`src/rtl/core/mtcf_pkg.sv`:
```
// Shared constants, character codes and transaction types of the move text cleanup filter.
// Used by the front end, queue, back end, top level and checker; depends on nothing else.
`default_nettype none

package mtcf_pkg;

	localparam int unsigned NEST_LIMIT  = 255;
	localparam int unsigned HOLD_LEN    = 7;
	localparam int unsigned DROP_MAX    = 6;
	localparam int unsigned QUEUE_DEPTH = 2;

	localparam int unsigned DEPTH_W = $clog2(NEST_LIMIT + 1);
	localparam int unsigned IDX_W   = $clog2(HOLD_LEN);
	localparam int unsigned HC_W    = $clog2(HOLD_LEN + 1);
	localparam int unsigned CNT_W   = $clog2(HOLD_LEN + 2);
	localparam int unsigned QPTR_W  = (QUEUE_DEPTH > 1) ? $clog2(QUEUE_DEPTH) : 1;
	localparam int unsigned QCNT_W  = $clog2(QUEUE_DEPTH + 1);

	localparam logic [DEPTH_W-1:0] NEST_MAX = DEPTH_W'(NEST_LIMIT);

	localparam logic [7:0] CH_BLANK  = 8'h20;
	localparam logic [7:0] CH_DOLLAR = 8'h24;
	localparam logic [7:0] CH_LPAREN = 8'h28;
	localparam logic [7:0] CH_RPAREN = 8'h29;
	localparam logic [7:0] CH_STAR   = 8'h2A;
	localparam logic [7:0] CH_MINUS  = 8'h2D;
	localparam logic [7:0] CH_DOT    = 8'h2E;
	localparam logic [7:0] CH_SLASH  = 8'h2F;
	localparam logic [7:0] CH_ZERO   = 8'h30;
	localparam logic [7:0] CH_ONE    = 8'h31;
	localparam logic [7:0] CH_TWO    = 8'h32;
	localparam logic [7:0] CH_NINE   = 8'h39;
	localparam logic [7:0] CH_LT     = 8'h3C;
	localparam logic [7:0] CH_EQ     = 8'h3D;
	localparam logic [7:0] CH_GT     = 8'h3E;
	localparam logic [7:0] CH_UA     = 8'h41;
	localparam logic [7:0] CH_UZ     = 8'h5A;
	localparam logic [7:0] CH_LA     = 8'h61;
	localparam logic [7:0] CH_LZ     = 8'h7A;
	localparam logic [7:0] CH_LBRACE = 8'h7B;
	localparam logic [7:0] CH_RBRACE = 8'h7D;

	typedef struct packed {
		logic       action;
		logic [7:0] char_in;
	} item_t;

	typedef struct packed {
		logic [6:0] char_out;
		logic       has_char;
		logic       text_done;
	} result_t;

	// One queued job: an optional leading blank, then the first n held characters.
	typedef struct packed {
		logic                     blank;
		logic [HC_W-1:0]          n;
		logic [HOLD_LEN-1:0][6:0] chars;
		logic                     done;
	} job_t;

	typedef struct packed {
		logic full;
		logic nonempty;
	} qstat_t;

endpackage

`default_nettype wire

```
`src/rtl/core/move_text_cleanup_filter_unit.sv`:
```
// The first result of an item is registered in the job queue and then in the output register.
// Throughput: one input item per cycle while the two-entry job queue has room; the back
// end emits one result per cycle while result_stall is low, and an item's job holds it until all its results are out.
// Reset (arst_n low) clears all control state at once; the held token buffer is not reset.
// Top level of the move text cleanup filter: front end, job queue and back end.
// Depends on mtcf_pkg, mtcf_front, mtcf_queue and mtcf_back.
`default_nettype none

module move_text_cleanup_filter_unit (
	input  wire logic              clk,
	input  wire logic              arst_n,
	input  wire logic              item_valid,
	output logic                   item_stall,
	input  wire mtcf_pkg::item_t   item,
	output logic                   result_valid,
	input  wire logic              result_stall,
	output mtcf_pkg::result_t      result
);

	logic              accept, push, pop;
	mtcf_pkg::job_t    job, head;
	mtcf_pkg::qstat_t  stat;

	assign item_stall = stat.full;
	assign accept     = item_valid && !item_stall;

	mtcf_front u_front (
		.clk    (clk),
		.arst_n (arst_n),
		.accept (accept),
		.item   (item),
		.push   (push),
		.job    (job)
	);

	mtcf_queue u_queue (
		.clk      (clk),
		.arst_n   (arst_n),
		.push     (push),
		.push_job (job),
		.pop      (pop),
		.head     (head),
		.stat     (stat)
	);

	mtcf_back u_back (
		.clk          (clk),
		.arst_n       (arst_n),
		.head         (head),
		.stat         (stat),
		.pop          (pop),
		.result_stall (result_stall),
		.result_valid (result_valid),
		.result       (result)
	);

endmodule

`default_nettype wire

```
`src/rtl/core/mtcf_front.sv`:
```
// Front end of the move text cleanup filter: classifies each byte, tracks skip modes
// and the held token, and issues output jobs. Depends on mtcf_pkg.
`default_nettype none

module mtcf_front (
	input  wire logic           clk,
	input  wire logic           arst_n,
	input  wire logic           accept,
	input  wire mtcf_pkg::item_t item,
	output logic                push,
	output mtcf_pkg::job_t      job
);

	typedef enum logic [2:0] {
		MODE_NORMAL  = 3'd0,
		MODE_NAG     = 3'd1,
		MODE_BRACE   = 3'd2,
		MODE_ANGLE   = 3'd3,
		MODE_PAREN   = 3'd4,
		MODE_MOVENUM = 3'd5
	} mode_t;

	mode_t                                         mode_q, mode_d;
	logic [mtcf_pkg::DEPTH_W-1:0]                  depth_q, depth_d;
	logic                                          pb_q, pb_d;
	logic                                          ea_q, ea_d;
	logic                                          bp_q, bp_d;
	logic                                          long_q, long_d;
	logic [mtcf_pkg::HC_W-1:0]                     hc_q, hc_d, hc_end;
	logic [mtcf_pkg::HOLD_LEN-1:0][6:0]            hold_q, hold_d;
	logic [mtcf_pkg::IDX_W-1:0]                    last_idx;
	logic                                          is_result;
	logic                                          plain, take;
	logic [7:0]                                    c;

	function automatic logic is_num(input logic [7:0] b);
		return (b >= mtcf_pkg::CH_ZERO) && (b <= mtcf_pkg::CH_NINE);
	endfunction

	function automatic logic is_kept(input logic [7:0] b);
		return is_num(b) || ((b >= mtcf_pkg::CH_UA) && (b <= mtcf_pkg::CH_UZ)) ||
			((b >= mtcf_pkg::CH_LA) && (b <= mtcf_pkg::CH_LZ)) ||
			(b == mtcf_pkg::CH_DOLLAR) || (b == mtcf_pkg::CH_STAR) ||
			(b == mtcf_pkg::CH_LPAREN) || (b == mtcf_pkg::CH_LBRACE) ||
			(b == mtcf_pkg::CH_LT) || (b == mtcf_pkg::CH_SLASH) ||
			(b == mtcf_pkg::CH_MINUS) || (b == mtcf_pkg::CH_EQ);
	endfunction

	assign c        = item.char_in;
	assign last_idx = mtcf_pkg::IDX_W'(hc_q - 1'b1);

	// A held token that is a whole game result is dropped at the end of the text.
	always_comb begin
		is_result = 1'b0;
		if (!long_q && hc_q == mtcf_pkg::HC_W'(6)) begin
			is_result = ({1'b0, hold_q[0]} == mtcf_pkg::CH_SLASH) &&
				({1'b0, hold_q[1]} == mtcf_pkg::CH_TWO) &&
				({1'b0, hold_q[2]} == mtcf_pkg::CH_MINUS) &&
				({1'b0, hold_q[3]} == mtcf_pkg::CH_ONE) &&
				({1'b0, hold_q[4]} == mtcf_pkg::CH_SLASH) &&
				({1'b0, hold_q[5]} == mtcf_pkg::CH_TWO);
		end else if (!long_q && hc_q == mtcf_pkg::HC_W'(2)) begin
			is_result = ({1'b0, hold_q[0]} == mtcf_pkg::CH_MINUS) &&
				(({1'b0, hold_q[1]} == mtcf_pkg::CH_ZERO) ||
				({1'b0, hold_q[1]} == mtcf_pkg::CH_ONE));
		end
	end

	always_comb begin
		mode_d    = mode_q;
		depth_d   = depth_q;
		pb_d      = pb_q;
		ea_d      = ea_q;
		bp_d      = bp_q;
		long_d    = long_q;
		hc_d      = hc_q;
		hold_d    = hold_q;
		hc_end    = hc_q;
		plain     = 1'b0;
		take      = 1'b0;
		job.blank = 1'b0;
		job.n     = '0;
		job.chars = hold_q;
		job.done  = 1'b0;

		if (item.action) begin
			if (hc_q != '0) begin
				if ({1'b0, hold_q[last_idx]} == mtcf_pkg::CH_STAR) begin
					hc_end = hc_q - 1'b1;
				end else if (is_result) begin
					hc_end = '0;
				end
			end
			job.blank = bp_q && (hc_end != '0);
			job.n     = hc_end;
			job.done  = 1'b1;
			mode_d    = MODE_NORMAL;
			depth_d   = '0;
			pb_d      = 1'b1;
			ea_d      = 1'b0;
			bp_d      = 1'b0;
			long_d    = 1'b0;
			hc_d      = '0;
		end else begin
			unique case (mode_q)
				MODE_NAG: begin
					if (!is_num(c)) begin
						mode_d = MODE_NORMAL;
						plain  = 1'b1;
					end
				end
				MODE_MOVENUM: begin
					if (!is_num(c) && c != mtcf_pkg::CH_DOT) begin
						mode_d = MODE_NORMAL;
						plain  = 1'b1;
					end
				end
				MODE_BRACE: begin
					if (c == mtcf_pkg::CH_RBRACE) mode_d = MODE_NORMAL;
				end
				MODE_ANGLE: begin
					if (c == mtcf_pkg::CH_GT) mode_d = MODE_NORMAL;
				end
				MODE_PAREN: begin
					if (c == mtcf_pkg::CH_RPAREN) begin
						if (depth_q <= mtcf_pkg::DEPTH_W'(1)) begin
							depth_d = '0;
							mode_d  = MODE_NORMAL;
						end else begin
							depth_d = depth_q - 1'b1;
						end
					end else if (c == mtcf_pkg::CH_LPAREN) begin
						if (depth_q < mtcf_pkg::NEST_MAX) depth_d = depth_q + 1'b1;
					end
				end
				default: begin
					mode_d = MODE_NORMAL;
					plain  = 1'b1;
				end
			endcase

			if (plain) begin
				if (c[7] || !is_kept(c)) begin
					pb_d = 1'b1;
				end else if (c == mtcf_pkg::CH_DOLLAR) begin
					mode_d = MODE_NAG;
					pb_d   = 1'b1;
				end else if (c == mtcf_pkg::CH_LBRACE) begin
					mode_d = MODE_BRACE;
					pb_d   = 1'b1;
				end else if (c == mtcf_pkg::CH_LT) begin
					mode_d = MODE_ANGLE;
					pb_d   = 1'b1;
				end else if (c == mtcf_pkg::CH_LPAREN) begin
					mode_d  = MODE_PAREN;
					depth_d = mtcf_pkg::DEPTH_W'(1);
					pb_d    = 1'b1;
				end else if (is_num(c) && pb_q) begin
					mode_d = MODE_MOVENUM;
				end else begin
					take = 1'b1;
				end
			end

			if (take) begin
				if (pb_q) begin
					// New token: what is still held of the previous one goes out, with its blank if owed.
					job.blank = bp_q && (hc_q != '0);
					job.n     = hc_q;
					ea_d      = ea_q || (hc_q != '0);
					bp_d      = ea_q || (hc_q != '0);
					hold_d[0] = c[6:0];
					hc_d      = mtcf_pkg::HC_W'(1);
					long_d    = 1'b0;
				end else begin
					if (bp_q && (long_q || hc_q >= mtcf_pkg::HC_W'(mtcf_pkg::DROP_MAX))) begin
						job.blank = 1'b1;
						bp_d      = 1'b0;
						ea_d      = 1'b1;
					end
					if (hc_q == mtcf_pkg::HC_W'(mtcf_pkg::HOLD_LEN)) begin
						job.n = mtcf_pkg::HC_W'(1);
						for (int i = 0; i < mtcf_pkg::HOLD_LEN - 1; i++) begin
							hold_d[i] = hold_q[i+1];
						end
						hold_d[mtcf_pkg::HOLD_LEN-1] = c[6:0];
						long_d = 1'b1;
						ea_d   = 1'b1;
					end else begin
						hold_d[hc_q[mtcf_pkg::IDX_W-1:0]] = c[6:0];
						hc_d = hc_q + 1'b1;
					end
				end
				pb_d = 1'b0;
			end
		end
	end

	assign push = accept && (job.blank || (job.n != '0) || job.done);

	always_ff @(posedge clk or negedge arst_n) begin
		if (!arst_n) begin
			mode_q  <= MODE_NORMAL;
			depth_q <= '0;
			pb_q    <= 1'b1;
			ea_q    <= 1'b0;
			bp_q    <= 1'b0;
			long_q  <= 1'b0;
			hc_q    <= '0;
		end else if (accept) begin
			mode_q  <= mode_d;
			depth_q <= depth_d;
			pb_q    <= pb_d;
			ea_q    <= ea_d;
			bp_q    <= bp_d;
			long_q  <= long_d;
			hc_q    <= hc_d;
		end
	end

	always_ff @(posedge clk) begin
		if (accept) hold_q <= hold_d;
	end

endmodule

`default_nettype wire

```
`src/rtl/core/mtcf_queue.sv`:
```
// Short job queue between the front and back ends of the move text cleanup filter.
// Depends on mtcf_pkg for the job type and depth.
`default_nettype none

module mtcf_queue (
	input  wire logic            clk,
	input  wire logic            arst_n,
	input  wire logic            push,
	input  wire mtcf_pkg::job_t  push_job,
	input  wire logic            pop,
	output mtcf_pkg::job_t       head,
	output mtcf_pkg::qstat_t     stat
);

	mtcf_pkg::job_t                 entry_q [mtcf_pkg::QUEUE_DEPTH];
	logic [mtcf_pkg::QPTR_W-1:0]    wr_q, rd_q;
	logic [mtcf_pkg::QCNT_W-1:0]    cnt_q;

	function automatic logic [mtcf_pkg::QPTR_W-1:0] wrap_inc(
		input logic [mtcf_pkg::QPTR_W-1:0] p);
		return (p == mtcf_pkg::QPTR_W'(mtcf_pkg::QUEUE_DEPTH - 1)) ? '0 : p + 1'b1;
	endfunction

	assign head          = entry_q[rd_q];
	assign stat.full     = (cnt_q == mtcf_pkg::QCNT_W'(mtcf_pkg::QUEUE_DEPTH));
	assign stat.nonempty = (cnt_q != '0);

	always_ff @(posedge clk or negedge arst_n) begin
		if (!arst_n) begin
			wr_q  <= '0;
			rd_q  <= '0;
			cnt_q <= '0;
		end else begin
			if (push) wr_q <= wrap_inc(wr_q);
			if (pop) rd_q <= wrap_inc(rd_q);
			if (push && !pop) begin
				cnt_q <= cnt_q + 1'b1;
			end else if (pop && !push) begin
				cnt_q <= cnt_q - 1'b1;
			end
		end
	end

	always_ff @(posedge clk) begin
		if (push) entry_q[wr_q] <= push_job;
	end

endmodule

`default_nettype wire

```
`src/rtl/core/mtcf_back.sv`:
```
// Back end of the move text cleanup filter: walks the head job one character per cycle
// into the output register while result_stall is low. Depends on mtcf_pkg.
`default_nettype none

module mtcf_back (
	input  wire logic              clk,
	input  wire logic              arst_n,
	input  wire mtcf_pkg::job_t    head,
	input  wire mtcf_pkg::qstat_t  stat,
	output logic                   pop,
	input  wire logic              result_stall,
	output logic                   result_valid,
	output mtcf_pkg::result_t      result
);

	logic [mtcf_pkg::CNT_W-1:0] pos_q, total, idx;
	logic                       last, load, valid_q;
	mtcf_pkg::result_t          next, result_q;

	assign total = mtcf_pkg::CNT_W'(head.n) + mtcf_pkg::CNT_W'(head.blank);
	assign idx   = head.blank ? pos_q - 1'b1 : pos_q;
	assign last  = (total == '0) || (pos_q == total - 1'b1);

	always_comb begin
		next.has_char  = (total != '0);
		next.text_done = head.done && last;
		if (total == '0) begin
			next.char_out = '0;
		end else if (head.blank && pos_q == '0) begin
			next.char_out = mtcf_pkg::CH_BLANK[6:0];
		end else begin
			next.char_out = head.chars[idx[mtcf_pkg::IDX_W-1:0]];
		end
	end

	assign load         = stat.nonempty && (!valid_q || !result_stall);
	assign pop          = load && last;
	assign result_valid = valid_q;
	assign result       = result_q;

	always_ff @(posedge clk or negedge arst_n) begin
		if (!arst_n) begin
			valid_q <= 1'b0;
			pos_q   <= '0;
		end else begin
			if (load) begin
				valid_q <= 1'b1;
				pos_q   <= last ? '0 : pos_q + 1'b1;
			end else if (!result_stall) begin
				valid_q <= 1'b0;
			end
		end
	end

	always_ff @(posedge clk) begin
		if (load) result_q <= next;
	end

endmodule

`default_nettype wire

```
`config.mk`:
```
export PLATFORM = sky130hd
export DESIGN_NAME = move_text_cleanup_filter_unit
export DESIGN_NICKNAME = d
export VERILOG_FILES = /design/src/rtl/core/mtcf_pkg.sv /design/src/rtl/core/move_text_cleanup_filter_unit.sv /design/src/rtl/core/mtcf_front.sv /design/src/rtl/core/mtcf_queue.sv /design/src/rtl/core/mtcf_back.sv
export SDC_FILE = /design/constraint.sdc
export NUM_CORES = 1
export LEC_CHECK = 0
export BUFFER_PORTS_ARGS = -buffer_cell sky130_fd_sc_hd__buf_2
export CAP_MARGIN = 10
export CORE_MARGIN = 2
export CORE_UTILIZATION = 40
export CTS_CLUSTER_DIAMETER = 200
export DETAILED_ROUTE_END_ITERATION = 10
export SETUP_SLACK_MARGIN = 0.4
export SLEW_MARGIN = 20
export SYNTH_ARGS = -nofsm -noshare
export SYNTH_HDL_FRONTEND = slang
export SYNTH_HIERARCHICAL = 1
export SYNTH_SLANG_ARGS = --single-unit
```
`constraint.sdc`:
```
create_clock -name clk -period 4.93 [get_ports clk]
set_input_delay 1.2325 -clock clk [delete_from_list [all_inputs] [get_ports clk]]
set_output_delay 1.2325 -clock clk [all_outputs]
set_load 0.02 [all_outputs]
```
# Yosys cells after proc, flatten, opt, wreduce, memory -nomap -nowiden
# Memories as Yosys holds them, arrays and structs flattened.
# Index checks and enable logic that the tools add are counted.
[classes]
reduce_logical = 74
magnitude_cmp = 13
addsub = 12
n_bitwise = 2
n_mux = 96
eq_ne = 34
[op_table]
columns = ["operator", "count"]
rows = [
  ["$mux W8", 12],
  ["$eq A8 B6 Y1 const B", 9],
  ["$eq A7 B6 Y1 const B", 10],
  ["$mux W3", 23],
  ["$bwmux W49", 1],
  ["$mux W49", 1],
  ["$mux W1", 43],
  ["$bmux W7 S3", 2],
  ["$mux W7", 4],
  ["$logic_and A1 B1 Y1", 25],
  ["$demux W7 S3", 1],
  ["$logic_or A1 B1 Y1", 18],
  ["$reduce_and A3 Y1", 6],
  ["$reduce_bool A3 Y1", 6],
  ["$eq A8 B7 Y1 const B", 2],
  ["$ge A8 B7 Y1 const B", 2],
  ["$le A8 B7 Y1 const B", 2],
  ["$mux W4", 4],
  ["$pmux W3 S5", 1],
  ["$eq A3 B3 Y1 const B", 4],
  ["$lt A3 B4 Y1 const B", 3],
  ["$eq A3 B2 Y1 const B", 3],
  ["$add A8 B1 Y8 const B", 1],
  ["$ge A8 B6 Y1 const B", 1],
  ["other kinds (32)", 47],
]
[word_totals]
word_cells = 255
output_inout_bits = 11
register_bits = 85
mem_count = 1
in_bits = 13
ramBits = 108
[memory_table]
columns = ["name", "depth", "word_bits", "rd", "rd_ports_with_merged_regs", "write_ports", "line", "text"]
rows = [
  ["u_queue.entry_q", 2, 54, 1, 0, 1, "mtcf_queue.sv:15", "mtcf_pkg::job_t entry_q [mtcf_pkg::QUEUE_DEPTH];"],
]

# Longest topological paths before layout
# Gate-level depths: netlist of the first run.
[logic_depth]
ltp_word = 27
mapped_depth = 17
mapped_depth_nobuf = 15

# Cells and area by module
# Netlist of the first run, hierarchy kept.
[by_module_without_submodules]
columns = ["mod", "seq_area_each_um2", "cells_each", "area_each_um2", "n_inst"]
rows = [
  ["mtcf_front", 1923.1, 482, 4556.9, 1],
  ["mtcf_queue", 3343.2, 184, 4335.4, 1],
  ["mtcf_back", 395.4, 130, 1271.2, 1],
  ["move_text_cleanup_filter_unit", 0.0, 1, 13.8, 1],
]

# Worst setup path before layout of the first run
# OpenSTA, ideal clock, no wires.
[synth_timing]
kind = "input to register"
from = "input item[2] (netlist name)"
to = "memory u_queue/entry_q[0][0] (netlist name), enable pin"
path_slack_ns = -0.986
arrival_ns = 5.443
t_required_ns = 4.458
path_buffers = 2
cell_stages = 9
setup_ns = 0.472
cell_sequence = "clkbuf_1 o21ai_0 mux2i_1 o21ai_1 a211oi_2 clkbuf_1 nand3_1 a21oi_1 nor2b_1"
[synth_via]
elab_chain_cells = 25
word_cells_on_any_way = 53
classes_between = "order compare: 6; eq/ne: 9; mux: 16; reduce/logical: 22"
[synth_lines]
columns = ["item", "line", "text"]
rows = [
  ["start, declared", "move_text_cleanup_filter_unit.sv:14", "input wire mtcf_pkg::item_t item,"],
  ["$ge A8 B6 Y1 (tied with other cells)", "mtcf_front.sv:37", "return (b >= mtcf_pkg::CH_ZERO) && (b <= mtcf_pkg::CH_NINE);"],
  ["$logic_and A1 B1 Y1 (on tied branches)", "mtcf_front.sv:37, mtcf_front.sv:41", ""],
  ["$logic_or A1 B1 Y1 (2 in a row)", "mtcf_front.sv:41", "return is_num(b) || ((b >= mtcf_pkg::CH_UA) && (b <= mtcf_pkg::CH_UZ)) ||"],
  ["$logic_or A1 B1 Y1", "mtcf_front.sv:42", "((b >= mtcf_pkg::CH_LA) && (b <= mtcf_pkg::CH_LZ)) ||"],
  ["$logic_or A1 B1 Y1 (2 in a row)", "mtcf_front.sv:43", "(b == mtcf_pkg::CH_DOLLAR) || (b == mtcf_pkg::CH_STAR) ||"],
  ["$logic_or A1 B1 Y1 (2 in a row)", "mtcf_front.sv:44", "(b == mtcf_pkg::CH_LPAREN) || (b == mtcf_pkg::CH_LBRACE) ||"],
  ["$logic_or A1 B1 Y1 (2 in a row)", "mtcf_front.sv:45", "(b == mtcf_pkg::CH_LT) || (b == mtcf_pkg::CH_SLASH) ||"],
  ["$logic_or A1 B1 Y1", "mtcf_front.sv:46", "(b == mtcf_pkg::CH_MINUS) || (b == mtcf_pkg::CH_EQ);"],
  ["[5 not listed]", "--", ""],
  ["$mux W4 *", "mtcf_front.sv:165", "if (take) begin"],
  ["$mux W4 *", "mtcf_front.sv:86", "if (item.action) begin"],
  ["$reduce_bool A3 Y1", "mtcf_front.sv:199", "assign push = accept && (job.blank || (job.n != '0) || job.done);"],
  ["$logic_or A1 B1 Y1 * (2 in a row)", "mtcf_front.sv:199", ""],
  ["$logic_and A1 B1 Y1 *", "mtcf_front.sv:199", ""],
  ["via push", "move_text_cleanup_filter_unit.sv:20", "logic accept, push, pop;"],
  ["$mux W1 *", "mtcf_queue.sv:45", "if (push) entry_q[wr_q] <= push_job;"],
  ["$mux W1 (implied by the code) *", "mtcf_queue.sv:45", ""],
  ["end, declared", "mtcf_queue.sv:15", ""],
]
# The timed path passes the listed nets; every way through them passes the cells marked *. The select of a mux whose other input is x is not followed.

==> metrics.txt, run 1 <==
number of port buffers=23; dpl hpwl=about 16 mm; top achievable clock speed=271 MHz; Rows=58; post-synth cell types=88; Clk pin slew, worst setup/hold paths=roughly 80 ps; Fin. Hold Viols=0; hold-critical path endpoint=u_queue/cnt_q[1]; TNS Setup=0 ps; # diodes=0; CP dominant cell by count=ha_1; clk sink count=193; status=complete, no violations; most common cell after layout, fill and taps aside=edfxtp_1; WS Path Type=flop to flop; metal2 WL=11.0 mm; R2R setup slack=around 1200 ps; Reg2Reg Depth=14; 1st-iter DRT viols=between 700 and 800; post-route insts no fill=1150; cell taking the most area after synthesis=edfxtp_1; CTS H-tree depth=4; worst slew pin tran=1010 ps; Place WS=slightly below 1000 ps; cts repair resizes=0; most frequent cells in the layout=166 x edfxtp_1, 65 x nand2_1, 49 x mux2_4; met1 WL=10.9 mm; Primary FF master, synth=edfxtp_1; Bufs on Longest Clock Path=2; vias per inst=~5.8; fin crit share=0.748; dpl cells=1118; CP arrival=4050 ps; Final ANT Viol Nets=0; post-route setup slack=1240 ps; Die ar.=26700 um^2; RSZ-0062 raised after global routing=false; Clock Latency Late Sink=between 400 and 500 ps; post-synth top area share=0.490; DR pass1 iterations=7; synthesized area=10200 um^2; largest net degree at the start of global routing=61; fin. max-slew vios=0; GRT Total Usage=0.180; sequential share of the synthesized area=0.556; initial antenna violation count=1; Post-synth ARST share=0.140; Startpoint Class=flop; Hold WC Path Type=flop to flop; register bit count reported by yosys=193; fin nets=837; crit end category=flop; GP Congestion=0.848; CP max FO=36; Worst Skew=14.6 ps; crit-path cells=buf_4 -> mux2_4 -> ha_1 -> inv_1 -> ha_1 -> xor2_1 -> xnor2_1 -> nand3_1 -> o21ai_0 -> and2_1 -> inv_1 -> ha_1 -> nor2_1 -> xor2_1; topmost layer with routed signal wires=met4; Mapped Cells=797; total core area=around 25000 um^2; maximum vdd ir drop=267 uV; Area growth, synth to finish=9.47%; CTS tree=built; max incr delay on CP=540 ps; Post-synth EDFFs=166; Slew HR=0.327; total wire length=23.5 mm; slowest CP cell=buf_4; root buf cell=clkbuf_16; vias in the first global route=6339; setup violators final=0; Syn Nets=around 830; hold path depth=1; first-pass GRT wire length=about 36 mm; FF-to-FF Start=u_queue/rd_q; Ports=24; postcts setup bufs=0; Final min period=~3700 ps; total gr overflow=0; layout cells sized above 1=0.187; fill cell count=2333; Wirelength per Cell=20.4 um; met3 routed WL=1.22 mm; Yosys Warn Count=6; required time worst endpoint=5300 ps; reg2reg end=u_queue/cnt_q[1]; Via Count=6645; Lkg Pwr=4.09 nW; Pwr per Cell Area=494 nW/um^2; Die Span Y=164 um; hold path startpoint=u_queue/cnt_q[1]; Residual DRC=0; Max-Cap Viols=0; Initial Util=0.405; TritonCTS buffer count=17; hold buffers post-CTS=0; Area contributors post-synth=edfxtp_1 49%, mux2_4 7.2%, dfrtp_1 6.4%; Mean Syn Cell Area=about 13 um^2; width of the die=~160 um
routing by layer:
| layer | global-route usage | up-vias |
|---|---|---|
| met3 | 0.0330 | 23 |
| met5 | 0 | - |
| met2 | 0.281 | 200 |
| met1 | 0.258 | 3318 |
| li1 | - | 3104 |
| met4 | 0.0486 | 0 |
registers in the layout, summed over array words and instances, names as in the netlist:
signal	flops
u_front/pb_q	1
u_back/pos_q	4
u_front/ea_q	1
u_front/long_q	1
u_front/hc_q	3
u_front/mode_q	3
u_back/result	9
u_queue/wr_q	1
u_front/job	49
u_queue/rd_q	1
u_front/depth_q	8
u_queue/entry_q	108
u_back/result_valid	1
u_queue/cnt_q	2
u_front/bp_q	1
worst max-delay path by stage:
stage / cells after the start / endpoint / start
floorplan: 9 / u_queue/entry_q[0][0] / item[2]
global placement: 10 / u_queue/entry_q[0][33] / item[2]
detailed placement: 10 / u_queue/entry_q[0][33] / item[2]
CTS: 14 / u_queue/cnt_q[1] / u_queue/rd_q
global route: 14 / u_queue/cnt_q[1] / u_queue/rd_q
finish: 14 / u_queue/cnt_q[1] / u_queue/rd_q
cell type report:
class | instances | area [um^2] | area share
flip-flops and latches | 193 | 5660 | 0.508
multi-input cells | 533 | 4120 | 0.370
clock buffers | 17 | 425 | 0.0382
well taps | 330 | 413 | 0.0371
repair buffers | 40 | 268 | 0.0240
clock inverters | 15 | 169 | 0.0152
inverters | 22 | 82.6 | 0.00741
critical path: cells and delay by family (launching register included):
family / cells / cell delay, ps
AOI/OAI and AO/OA: 1 / 340
xor gates and xnor gates: 3 / 480
adders and majority gates: 3 / 790
buffers and inverters: 3 / 670
DFF: 1 / 400
muxes: 1 / 370
and+or+nand+nor: 3 / 550
stage by stage:
stage          total power [mW]  area, um^2   util  hold slack (ps)
3_3_place_gp               4.15       10500  0.420              490
3_5_place_dp               4.16       10500  0.420              484
6_report                   5.51       11100  0.444              491
2_1_floorplan              3.80       10200      -              436
5_1_grt                    5.80       11100  0.444              526
4_1_cts                    5.56       11100  0.444              495
cell families after synthesis:
| family | Yosys count | synth area share |
|---|---|---|
| compound gates | 178 | 0.127 |
| xor+xnor | 17 | 0.0165 |
| fa+ha+maj | 17 | 0.0209 |
| buf+inv | 71 | 0.0400 |
| flops | 193 | 0.556 |
| mux | 64 | 0.0977 |
| simple gates | 257 | 0.142 |
cells in the mapped netlist, types with 4 or more instances:
cell        n
o22ai_1     4
o21ai_0    30
or3_1       6
nor4_1     10
nor2b_1    22
mux2_4     49
a211o_1     5
nor4bb_1    6
nor3_1     30
xnor2_1     4
and4_1      4
a31oi_1     8
nor2_1     33
ha_1       17
dfrtp_1    26
or4bb_1     4
nand2b_1   11
buf_12      5
a211oi_1   10
inv_1      19
nand3_1    18
a21o_1      4
xor2_1     12
mux2_2      5
nand3b_1    4
and3_1      4
a22o_1     31
edfxtp_1  166
clkbuf_1   35
o31ai_1     7
buf_6       5
nand2_1    65
o211a_1     4
and2_1      5
mux4_1      4
nand4_1     7
nor3b_1     5
a21oi_1    30
report_power, final:
| part | leakage [nW] | internal, mW | switching (mW) | total, mW |
|---|---|---|---|---|
| Clock | 0.296 | 0.728 | 0.675 | 1.40 |
| Combinational | 1.88 | 0.846 | 1.08 | 1.92 |
| Sequential | 1.91 | 2.05 | 0.130 | 2.18 |
No activity file was read; power rests on OpenSTA's default activity.
==> run 2: changes to the inputs <==
Settings changed: ABC_AREA set to 1.
Clock period 4.93 ns to 3.05 ns, I/O delays scaled along.
==> run 2 against run 1 <==
Effect of this change:
- register-to-register slack lost 1000 ps
- critical path depth rose by 10
- sequential share of layout area shrank 5.7 points
- routed wire length is 7.7% higher
- final cell count is 32% higher
- sequential power grew 65%
- worst hold slack got worse by 130 ps
- first-iteration DRC count down 12%
- clock skew is 3.2 ps higher
- utilization is 5.2 points higher
- critical path type unchanged
==> metrics.txt, run 2 <==
Post-synth top cells=247 x nand2_1, 166 x edfxtp_1, 124 x inv_1, 114 x nor2_1, 56 x nand3_1 (was 166 x edfxtp_1, 65 x nand2_1, 49 x mux2_4, 35 x clkbuf_1, 33 x nor2_1); Via Count=7850 (was 6645); CP dominant cell by count=buf_6 (was ha_1); fin. max-slew vios=0 (unchanged); Pwr per Cell Area=818 nW/um^2 (was 494 nW/um^2); multiplexer share of the synthesized area=0.0764 (was 0.0977); Syn Nets=1085 (was 827); Hold WC Path Type=input pin to async pin (was flop to flop); setup violators final=0 (unchanged); Int Pwr=6.46 mW (was 3.62 mW); initial antenna violation count=0 (was 1); total gr overflow=0 (unchanged); Place WS=-99.2 ps (was 995 ps); main combinational cell family by area after synthesis=simple AND/OR/NAND/NOR gates (unchanged); maximum vdd ir drop=431 uV (was 267 uV); # diodes=0 (unchanged); clock share of power=0.213 (was 0.255); Gate power share=0.437 (was 0.349); slowest CP cell=dfrtp_1 (was buf_4); register bank with the most flops=u_queue/entry_q (unchanged); Mapped Cells=1055 (was 797); Initial Util=0.409 (was 0.405); Final min period=2820 ps (was 3690 ps); required time worst endpoint=3240 ps (was 5300 ps); vias in the first global route=7612 (was 6339); Slew HR=0.396 (was 0.327); Area growth, synth to finish=21.1% (was 9.47%); CP arrival=3010 ps (was 4050 ps); status=complete, no violations (unchanged); Max-Cap Viols=0 (unchanged); post-synth top area share=0.481 (was 0.490); RSZ-0062 raised after global routing=true (was false); layout cells sized above 1=0.252 (was 0.187); net switching power=3.82 mW (was 1.88 mW); crit-path cells=inv_2 -> buf_6 -> ha_4 -> nand2_2 -> nor2_1 -> nand2_1 -> nor2_1 -> nand2_1 -> nor2_2 -> nor2_2 -> nand3_1 -> nor2_1 -> nor2_1 -> nand3_1 -> nand2_2 -> buf_6 -> buf_6 -> buf_6 -> buf_6 -> buf_6 -> buf_6 -> buf_6 -> buf_6 -> nand2_4 (was buf_4 -> mux2_4 -> ha_1 -> inv_1 -> ha_1 -> xor2_1 -> xnor2_1 -> nand3_1 -> o21ai_0 -> and2_1 -> inv_1 -> ha_1 -> nor2_1 -> xor2_1); clk sink count=193 (unchanged); post-route setup slack=232 ps (was 1240 ps); dpl cell area=11300 um^2 (was 10500 um^2); most numerous cell in the Yosys netlist=nand2_1 (was edfxtp_1); width of the die=165 um (was 164 um); Synth Area in Adders=0.0205 (was 0.0209); first-pass GRT wire length=40.1 mm (was 36.4 mm); 1st-iter DRT viols=635 (was 724); hold buffers post-CTS=0 (unchanged); Residual DRC=0 (unchanged); CTS tree=built (unchanged); post-route cell area=12600 um^2 (was 11100 um^2); fill cell count=2262 (was 2333); TritonCTS buffer count=17 (unchanged); DR pass1 iterations=5 (was 7); fin nets=1207 (was 837); post-synth cell types=45 (was 88); vias per inst=5.16 (was 5.78); Primary FF master, synth=edfxtp_1 (unchanged); WS Path Type=flop to flop (unchanged); most frequent cells in the layout=235 x nand2_1, 166 x edfxtp_1, 112 x inv_1 (was 166 x edfxtp_1, 65 x nand2_1, 49 x mux2_4); GRT Total Usage=0.194 (was 0.180); synthesized area=10400 um^2 (was 10200 um^2); Clock Latency Late Sink=440 ps (about the same); max incr delay on CP=390 ps (was 540 ps); fin crit share=0.924 (was 0.748); Startpoint Class=flop (unchanged); worst slew pin tran=906 ps (was 1010 ps); Final ANT Viol Nets=0 (unchanged); cell taking the most area after synthesis=edfxtp_1 (unchanged); Yosys Warn Count=6 (unchanged); Post-synth ARST share=0.140 (unchanged); sequential share of the synthesized area=0.546 (was 0.556); max reg flops=108 (unchanged); Seq pwr share=0.350 (was 0.396); Bufs on Longest Clock Path=2 (unchanged); crit end category=flop (unchanged); largest net degree at the start of global routing=50 (was 61); Ports=24 (unchanged); Mean Syn Cell Area=9.83 um^2 (was 12.8 um^2); Area contributors post-synth=edfxtp_1 48%, nand2_1 8.9%, mux2_4 7.1% (was edfxtp_1 49%, mux2_4 7.2%, dfrtp_1 6.4%); Clk pin slew, worst setup/hold paths=80 ps (about the same); most common cell after layout, fill and taps aside=nand2_1 (was edfxtp_1); Fin. Hold Viols=0 (unchanged); CTS H-tree depth=4 (unchanged); Die Span Y=165 um (was 164 um); GP Congestion=0.889 (was 0.848); XOR/XNOR Fraction of Synth Area=0.0101 (was 0.0165); total wire length=25.3 mm (was 23.5 mm); number of port buffers=23 (unchanged); Lkg Pwr=5.24 nW (was 4.09 nW); TNS Setup=0 ps (unchanged); CP max FO=4 (was 36); Worst Skew=17.8 ps (was 14.6 ps); root buf cell=clkbuf_16 (unchanged); Die ar.=27200 um^2 (was 26700 um^2); Net Sw Frac=0.372 (was 0.342); Synth Area in Compound Gates=0.0748 (was 0.127); Post-synth EDFFs=166 (unchanged); dpl hpwl=17.7 mm (was 16.2 mm); Wirelength per Cell=16.6 um (was 20.4 um); top achievable clock speed=355 MHz (was 271 MHz); simple-gate share of the synthesized area=0.199 (was 0.142); register bit count reported by yosys=193 (unchanged); total core area=25300 um^2 (was 25100 um^2); Rows=58 (unchanged)
==> run 2: per-layer routing <==
metal,track usage,routed length (um),share of wire,up-vias
li1,-,-,-,3835
met1,0.261,11500,0.46,3744
met2,0.322,12100,0.48,239
met3,0.0337,1210,0.048,32
met4,0.0561,449,0.018,0
met5,0,0,0,-
==> run 2: logic make-up after synthesis <==
kind of cell	after synthesis
xor gates and xnor gates	12
muxes	54
DFF	193
adders and majority gates	17
buffers and inverters	164
AOI/OAI and AO/OA	133
and+or+nand+nor	482
==> run 2: worst paths after layout <==
check                           depth (start not counted)  slack [ps]                endpoint        startpoint
worst max-delay path                                   24         230  u_queue/entry_q[1][53]   u_front/hc_q[0]
worst min-delay path                                    1         360         u_back/pos_q[3]            arst_n
worst max register to register                         24         230  u_queue/entry_q[1][53]   u_front/hc_q[0]
worst min register to register                          2         460        u_queue/cnt_q[1]  u_queue/cnt_q[1]
max in group asynchronous                               1        2190            u_queue/rd_q            arst_n
min in group clk                                        2         460        u_queue/cnt_q[1]  u_queue/cnt_q[1]
==> run 2: layout make-up <==
class                      instances  area [um^2]  share of cell area
clock inverter                    14          143              0.0114
timing repair buffer             131         1230              0.0982
sequential                       193         5670               0.451
tap                              330          413              0.0329
multi-input combinational        698         4140               0.329
clock buffer                      18          429              0.0342
inverter                         136          539              0.0429
==> run 2: worst max-delay path, delay by kind of cell (launching register included) <==
kind / cells / cell delay, ps
flops: 1 / 390
buf+inv: 10 / 940
fa+ha+maj: 1 / 120
simple gates: 13 / 1130
==> run 2: timing repair <==
action,4_1_cts,5_1_grt
gates cloned,5,3
endpoints found under the setup margin,109,120
pin swaps,16,22
gates resized for setup,31,38
setup buffers,20,4
==> run 2: power groups by stage <==
stage | combinational, mW | clock [mW] | sequential, mW
finish | 4.50 | 2.19 | 3.59
global route | 4.96 | 2.33 | 3.64
floorplan | 2.98 | 0 | 3.68
global placement | 3.82 | 0 | 3.64
detailed placement | 3.86 | 0 | 3.65
CTS | 4.25 | 2.22 | 3.59
==> run 2: stage by stage <==
step / hold slack (ps) / power, mW / utilization / instances
floorplan: 442 / 6.66 / - / 1055
global placement: 456 / 7.46 / 0.447 / 1456
detailed placement: 460 / 7.51 / 0.447 / 1456
CTS: 371 / 10.1 / 0.486 / 1513
global route: 395 / 10.9 / 0.496 / 1520
finish: 356 / 10.3 / 0.496 / 1520
